[src/rtl/gpp_pkg.sv]
// gpp_pkg: shared types and codes for the graph polynomial projection block
// holds the item, result and command types; no dependencies
package gpp_pkg;

    // function codes of an input item
    typedef enum logic [2:0] {
        FN_ADD_EDGE = 3'd0,
        FN_LOAD     = 3'd1,
        FN_RUN      = 3'd2,
        FN_READ     = 3'd3,
        FN_CLEAR    = 3'd4
    } t_func;

    // result status codes
    localparam logic [1:0] ST_OK    = 2'd0;
    localparam logic [1:0] ST_FULL  = 2'd1;
    localparam logic [1:0] ST_RANGE = 2'd2;

    // configuration register indexes
    localparam logic [2:0] CFG_NODES = 3'd0;
    localparam logic [2:0] CFG_ORDER = 3'd1;
    localparam logic [2:0] CFG_COEF0 = 3'd2;

    typedef struct packed {
        logic [2:0]         func;
        logic [9:0]         node_a;
        logic [9:0]         node_b;
        logic signed [31:0] elem_value;
    } t_item;

    typedef struct packed {
        logic [9:0]         out_index;
        logic signed [47:0] out_value;
        logic [1:0]         status;
    } t_result;

    // strobes from the sequencer to the datapath
    typedef struct packed {
        logic accept;
        logic run_done;
        logic clr_all;
        logic clr_emb;
        logic clr_next;
        logic wa_rd;
        logic wa_mul;
        logic wa_wr;
        logic ed_chk;
        logic ed_wr1;
        logic ed_rd2;
        logic ed_wr2;
        logic swap;
    } t_cmd;

endpackage

[src/rtl/gpp_ctrl.sv]
// gpp_ctrl: sequencer for the graph polynomial projection block
// walks reset clear, embedding clear, weighted adds, next clears, edge scatters and swaps; uses gpp_pkg
module gpp_ctrl #(
    parameter int MAX_NODES = 1024,
    parameter int NW        = 11,
    parameter int TW        = 13
) (
    input  logic                 i_clk,
    input  logic                 i_rst_n,
    input  logic                 i_start,
    input  logic [2:0]           i_func,
    input  logic [NW-1:0]        i_n,
    input  logic [2:0]           i_order,
    input  logic [5:0]           i_coef_nz,
    input  logic [TW-1:0]        i_edge_total,
    output logic                 o_busy,
    output gpp_pkg::t_cmd        o_cmd,
    output logic [NW-1:0]        o_idx,
    output logic [TW-1:0]        o_eidx,
    output logic [2:0]           o_term
);
    import gpp_pkg::*;

    typedef enum logic [3:0] {
        S_INIT, S_IDLE, S_ECLR, S_WA_RD, S_WA_MUL, S_WA_WR, S_TERM, S_NCLR,
        S_ED_RD, S_ED_CHK, S_ED_WR1, S_ED_RD2, S_ED_WR2, S_SWAP, S_DONE
    } t_state;

    t_state          r_state;
    logic [NW-1:0]   r_idx;
    logic [TW-1:0]   r_eidx;
    logic [2:0]      r_term;
    logic            idx_last_n;
    logic            idx_last_max;
    logic            edge_last;

    assign idx_last_n   = (r_idx + NW'(1)) == i_n;
    assign idx_last_max = r_idx == NW'(MAX_NODES - 1);
    assign edge_last    = (r_eidx + TW'(1)) == i_edge_total;

    always_comb begin
        o_cmd = '0;
        unique case (r_state)
            S_INIT:   o_cmd.clr_all  = 1'b1;
            S_IDLE:   o_cmd.accept   = i_start;
            S_ECLR:   o_cmd.clr_emb  = 1'b1;
            S_WA_RD:  o_cmd.wa_rd    = 1'b1;
            S_WA_MUL: o_cmd.wa_mul   = 1'b1;
            S_WA_WR:  o_cmd.wa_wr    = 1'b1;
            S_NCLR:   o_cmd.clr_next = 1'b1;
            S_ED_CHK: o_cmd.ed_chk   = 1'b1;
            S_ED_WR1: o_cmd.ed_wr1   = 1'b1;
            S_ED_RD2: o_cmd.ed_rd2   = 1'b1;
            S_ED_WR2: o_cmd.ed_wr2   = 1'b1;
            S_SWAP:   o_cmd.swap     = 1'b1;
            S_DONE:   o_cmd.run_done = 1'b1;
            default:  o_cmd = '0;
        endcase
    end

    assign o_busy = r_state != S_IDLE;
    assign o_idx  = r_idx;
    assign o_eidx = r_eidx;
    assign o_term = r_term;

    always_ff @(posedge i_clk) begin
        if (!i_rst_n) begin
            r_state <= S_INIT;
            r_idx   <= '0;
            r_eidx  <= '0;
            r_term  <= '0;
        end else begin
            unique case (r_state)
                S_INIT: begin
                    if (idx_last_max) begin
                        r_idx   <= '0;
                        r_state <= S_IDLE;
                    end else begin
                        r_idx <= r_idx + NW'(1);
                    end
                end
                S_IDLE: begin
                    if (i_start && i_func == FN_RUN) begin
                        r_idx   <= '0;
                        r_term  <= '0;
                        r_state <= S_ECLR;
                    end
                end
                S_ECLR: begin
                    if (idx_last_max) begin
                        r_idx   <= '0;
                        r_state <= i_coef_nz[0] ? S_WA_RD : S_TERM;
                    end else begin
                        r_idx <= r_idx + NW'(1);
                    end
                end
                S_WA_RD:  r_state <= S_WA_MUL;
                S_WA_MUL: r_state <= S_WA_WR;
                S_WA_WR: begin
                    if (idx_last_n) begin
                        r_idx   <= '0;
                        r_state <= S_TERM;
                    end else begin
                        r_idx   <= r_idx + NW'(1);
                        r_state <= S_WA_RD;
                    end
                end
                S_TERM: begin
                    if (r_term < i_order) begin
                        r_term  <= r_term + 3'd1;
                        r_idx   <= '0;
                        r_state <= S_NCLR;
                    end else begin
                        r_state <= S_DONE;
                    end
                end
                S_NCLR: begin
                    if (idx_last_n) begin
                        r_idx   <= '0;
                        r_eidx  <= '0;
                        r_state <= (i_edge_total == '0) ? S_SWAP : S_ED_RD;
                    end else begin
                        r_idx <= r_idx + NW'(1);
                    end
                end
                S_ED_RD:  r_state <= S_ED_CHK;
                S_ED_CHK: r_state <= S_ED_WR1;
                S_ED_WR1: r_state <= S_ED_RD2;
                S_ED_RD2: r_state <= S_ED_WR2;
                S_ED_WR2: begin
                    if (edge_last) begin
                        r_state <= S_SWAP;
                    end else begin
                        r_eidx  <= r_eidx + TW'(1);
                        r_state <= S_ED_RD;
                    end
                end
                S_SWAP: begin
                    r_idx   <= '0;
                    r_state <= i_coef_nz[r_term] ? S_WA_RD : S_TERM;
                end
                S_DONE:   r_state <= S_IDLE;
                default:  r_state <= S_IDLE;
            endcase
        end
    end

    a_wr1_after_chk: assert property (@(posedge i_clk) disable iff (!i_rst_n)
        o_cmd.ed_wr1 |-> $past(o_cmd.ed_chk))
        else $error("scatter write without edge check");

    a_done_all_terms: assert property (@(posedge i_clk) disable iff (!i_rst_n)
        o_cmd.run_done |-> r_term == i_order)
        else $error("run finished before last term");

    a_run_starts_clear: assert property (@(posedge i_clk) disable iff (!i_rst_n)
        (o_cmd.accept && i_func == FN_RUN) |=> r_state == S_ECLR && r_idx == '0)
        else $error("run did not begin with embedding clear");

endmodule

[config.mk]
export PLATFORM = sky130hd
export DESIGN_NAME = gpp_ctrl
export DESIGN_NICKNAME = d
export VERILOG_FILES = /design/src/rtl/gpp_pkg.sv /design/src/rtl/gpp_ctrl.sv
export SDC_FILE = /design/constraint.sdc
export NUM_CORES = 1
export LEC_CHECK = 0
export BUFFER_PORTS_ARGS = -buffer_cell sky130_fd_sc_hd__buf_4
export CORE_ASPECT_RATIO = 1.25
export CORE_MARGIN = 2
export CORE_UTILIZATION = 30
export DETAILED_ROUTE_END_ITERATION = 8
export GPL_ROUTABILITY_DRIVEN = 0
export PLACE_DENSITY = 0.58
export SYNTH_ARGS = -nofsm -noshare
export SYNTH_HDL_FRONTEND = slang
export SYNTH_SLANG_ARGS = --single-unit
[constraint.sdc]
create_clock -name i_clk -period 2.4 [get_ports i_clk]
set_input_delay 0.12 -clock i_clk [delete_from_list [all_inputs] [get_ports i_clk]]
set_output_delay 0.12 -clock i_clk [all_outputs]
set_load 0.02 [all_outputs]
==> out/results.txt <==
sequential fraction of design power = 0.444
register area share after synthesis = 0.229
Worst Path Required = 2.58 ns
EDFF count, synth = 0
dominant delay contributor by cell family on the critical path = compound AO/OA/AOI/OAI gates
Setup WS post-layout = -0.0656 ns
proportion of layout cells with a drive suffix above 1 = 0.378
yosys warns = 0
sequence of cells on the critical path = ha_4 -> nand3_4 -> or4_4 -> a2bb2o_4 -> nor4_4 -> a21oi_2 -> o21a_1 -> buf_12 -> a221o_1
CTS Sinks = 31
fin area = 0.00402 mm2
Routed WL = 9420 um
hold path endpoint = r_state[1]
first-pass GRT wire length = 14800 um
Critical Path Source Type = flop
slowest stage delay, CP = 0.43 ns
initial antenna violation count = 0
area growth from synthesis to layout = 48.3%
initial DRC count = 171
number of global-route vias before repair = 3098
RR Startpoint = o_idx[0]
CTS tree = yes
Core Rows = 38
Critical Path AT = 2.65 ns
most frequent cells in the layout = buf_4, nand2_1, nor2_1, xor2_1
CP max-delay cell = or4_4
period utilization = 1.03
grt total ovfl = 0
GR Util All Layers = 0.193
initial core utilization = 0.310
Final Max Slew Viols = 0
antenna cells = 0
Clock power frac = 0.316
fin util = 0.459
FMAX = 0.406 GHz
Psw = 404 uW
final setup vio count = 10
Vias per Instance = 5.31
power per standard cell area = 327 mW/mm2
critical path buffer and inverter count = 1
crit path time final = 2.47 ns
fraction of power spent switching nets = 0.308
Yosys reg bits = 31
antenna-violating nets left = 0
CTS Hold Bufs = 0
Synth cell types = 63
LEAKAGE = 1.72 nW
FF-to-FF End = o_eidx[5]
setup repair after global routing missed its margin = yes
CTS max path bufs = 2
total power = 1.31 mW
Slew HR = 0.497
worst skew pair latency = 0.29 ns
Synth Instances = 358
CTS Root Cell = clkbuf_8
Post-Syn Area = 0.00271 mm2
Setup CP Type = reg -> reg
placed inst area = 0.00378 mm2
drt drc = 0
port bufs = 79
Comb power frac = 0.241
synthesized area per cell = 7.57 um2
Max Cap Viol = 0
fraction of registers with async set/reset = 0
Post-DP HPWL = 7400 um
Pint = 909 uW
WP depth = 9
core box area = 0.00875 mm2
pin count of the biggest net entering global routing = 15
crit path max fanout = 12
r2r setup slk = -0.07 ns
total negative slack = -0.403 ns
syn nets = 402
Final nets = 522
hold violation total from the final report = 0
Post-synth top flop = dfxtp_1
fin cells = 599
die area = 0.00981 mm2
failing checks = setup timing
cts bufs inserted = 5
Worst-Margin Slew = 0.755 ns
Reg clk slew, reported paths = 0.07 ns
Worst Reg-to-Reg Cells = 9
IO Count = 80
Wirelength per Cell = 15.7 um
most common cell after layout, fill and taps aside = buf_4
peak supply drop = 0.191 mV
outcome = complete, but fails checks
Initial DRT Pass Iterations = 4
DR vias = 3183
CP endpoint kind = flop
Max H-tree Level = 2
Cells on Worst Hold Path = 3
Hold Path Class = in -> reg
Max Clock Skew = 0.0135 ns
Worst Hold Launch = i_rst_n
Die Y = 110 um
Die Span X = 89.0 um
Cells after DPL = 582
==> worst reg2reg max path, cell delays in order (launching register included) <==
cell and delay (ns):
dfxtp_4 0.38, ha_4 0.17, nand3_4 0.11, or4_4 0.44, a2bb2o_4 0.25, nor4_4 0.23, a21oi_2 0.10, o21a_1 0.21
buf_12 0.15, a221o_1 0.33
==> what timing repair did <==
action / 4_1_cts / 5_1_grt
buffers inserted: 5 / 4
resized for setup: 11 / 12
endpoints found under the hold margin: 0 / 0
endpoints found under the setup margin: 14 / 23
pin swaps: 12 / 4
==> flip-flops by register name, indices dropped and copies added, names as in the netlist <==
register	count
o_eidx	13
o_idx	11
o_term	3
r_state	4
==> metrics by stage <==
stage	hold WS, ns	setup WS (ns)
2_1_floorplan	0.356	0.000708
3_3_place_gp	0.445	-0.0296
3_5_place_dp	0.471	-0.0769
4_1_cts	0.165	-0.0665
5_1_grt	0.191	-0.155
6_report	0.169	-0.0656
==> cell usage after synthesis (all sizes together), types with 2 or more instances <==
library cell	number	area [um2]
a2111oi	4	36.3
a221o	5	50.1
nor4b	2	17.5
or3	3	18.8
nor4	10	83.8
xor2	18	158
a311oi	3	26.3
a21o	3	22.5
nand3	17	97.6
o21ai	20	100
o2111a	2	22.5
nor3	9	45.0
buf	11	61.3
nand4	10	62.6
xnor2	15	131
ha	5	62.6
o31ai	3	22.5
mux2	2	22.5
and3	10	62.6
dfxtp	31	621
nor3b	4	30.0
and2	8	50.1
nand3b	2	15.0
inv	14	52.6
a21oi	17	85.1
clkbuf	11	42.5
a22oi	2	15.0
mux2i	2	20.0
nor2	29	109
o2111ai	2	17.5
a211o	6	52.6
a211oi	3	22.5
and4	4	35.0
nand2b	4	25.0
a31oi	7	43.8
nor2b	2	12.5
nand2	34	128
o211ai	5	37.5
==> final cells by class <==
class / count / area (um2)
clock inverter: 2 / 11.3
clock buffer: 6 / 72.6
inverter: 15 / 56.3
timing repair buffer: 135 / 1030
fill: 933 / 4730
multi-input combinational: 290 / 2040
tap: 120 / 150
sequential: 31 / 661
==> how the worst max path moves through the flow <==
stage / startpoint / end / slack (ns)
final: o_idx[0] / o_eidx[5] / -0.07
after global routing: o_idx[0] / o_eidx[7] / -0.16
after CTS: o_idx[0] / o_eidx[7] / -0.07
after detailed placement: o_idx[0] / o_eidx[10] / -0.08
after global placement: o_idx[3] / o_eidx[5] / -0.03
after floorplan: o_eidx[3] / o_eidx[9] / 0.0007
==> cells by family after synthesis <==
| group | Yosys count | share of synthesized area |
|---|---|---|
| simple gates | 152 | 0.307 |
| compound gates | 95 | 0.251 |
| buf+inv | 37 | 0.0591 |
| xor+xnor | 33 | 0.107 |
| flops | 31 | 0.229 |
| mux | 5 | 0.0240 |
| fa+ha+maj | 5 | 0.0231 |
==> metal layers <==
| metal | up-vias | share of wire | global-route usage |
|---|---|---|---|
| met5 | - | 0 | 0 |
| met2 | 81 | 0.52 | 0.358 |
| met4 | 0 | 0.0085 | 0.0437 |
| met3 | 9 | 0.045 | 0.0305 |
| met1 | 1505 | 0.43 | 0.230 |
| li1 | 1588 | - | - |
==> power groups by stage <==
stage / clock [mW] / sequential [mW] / combinational [mW]
final: 0.414 / 0.583 / 0.316
after global routing: 0.445 / 0.585 / 0.343
after floorplan: 0 / 0.584 / 0.160
after global placement: 0 / 0.589 / 0.292
after CTS: 0.425 / 0.583 / 0.308
after detailed placement: 0 / 0.591 / 0.298
Power figures use the tool's default switching activity.
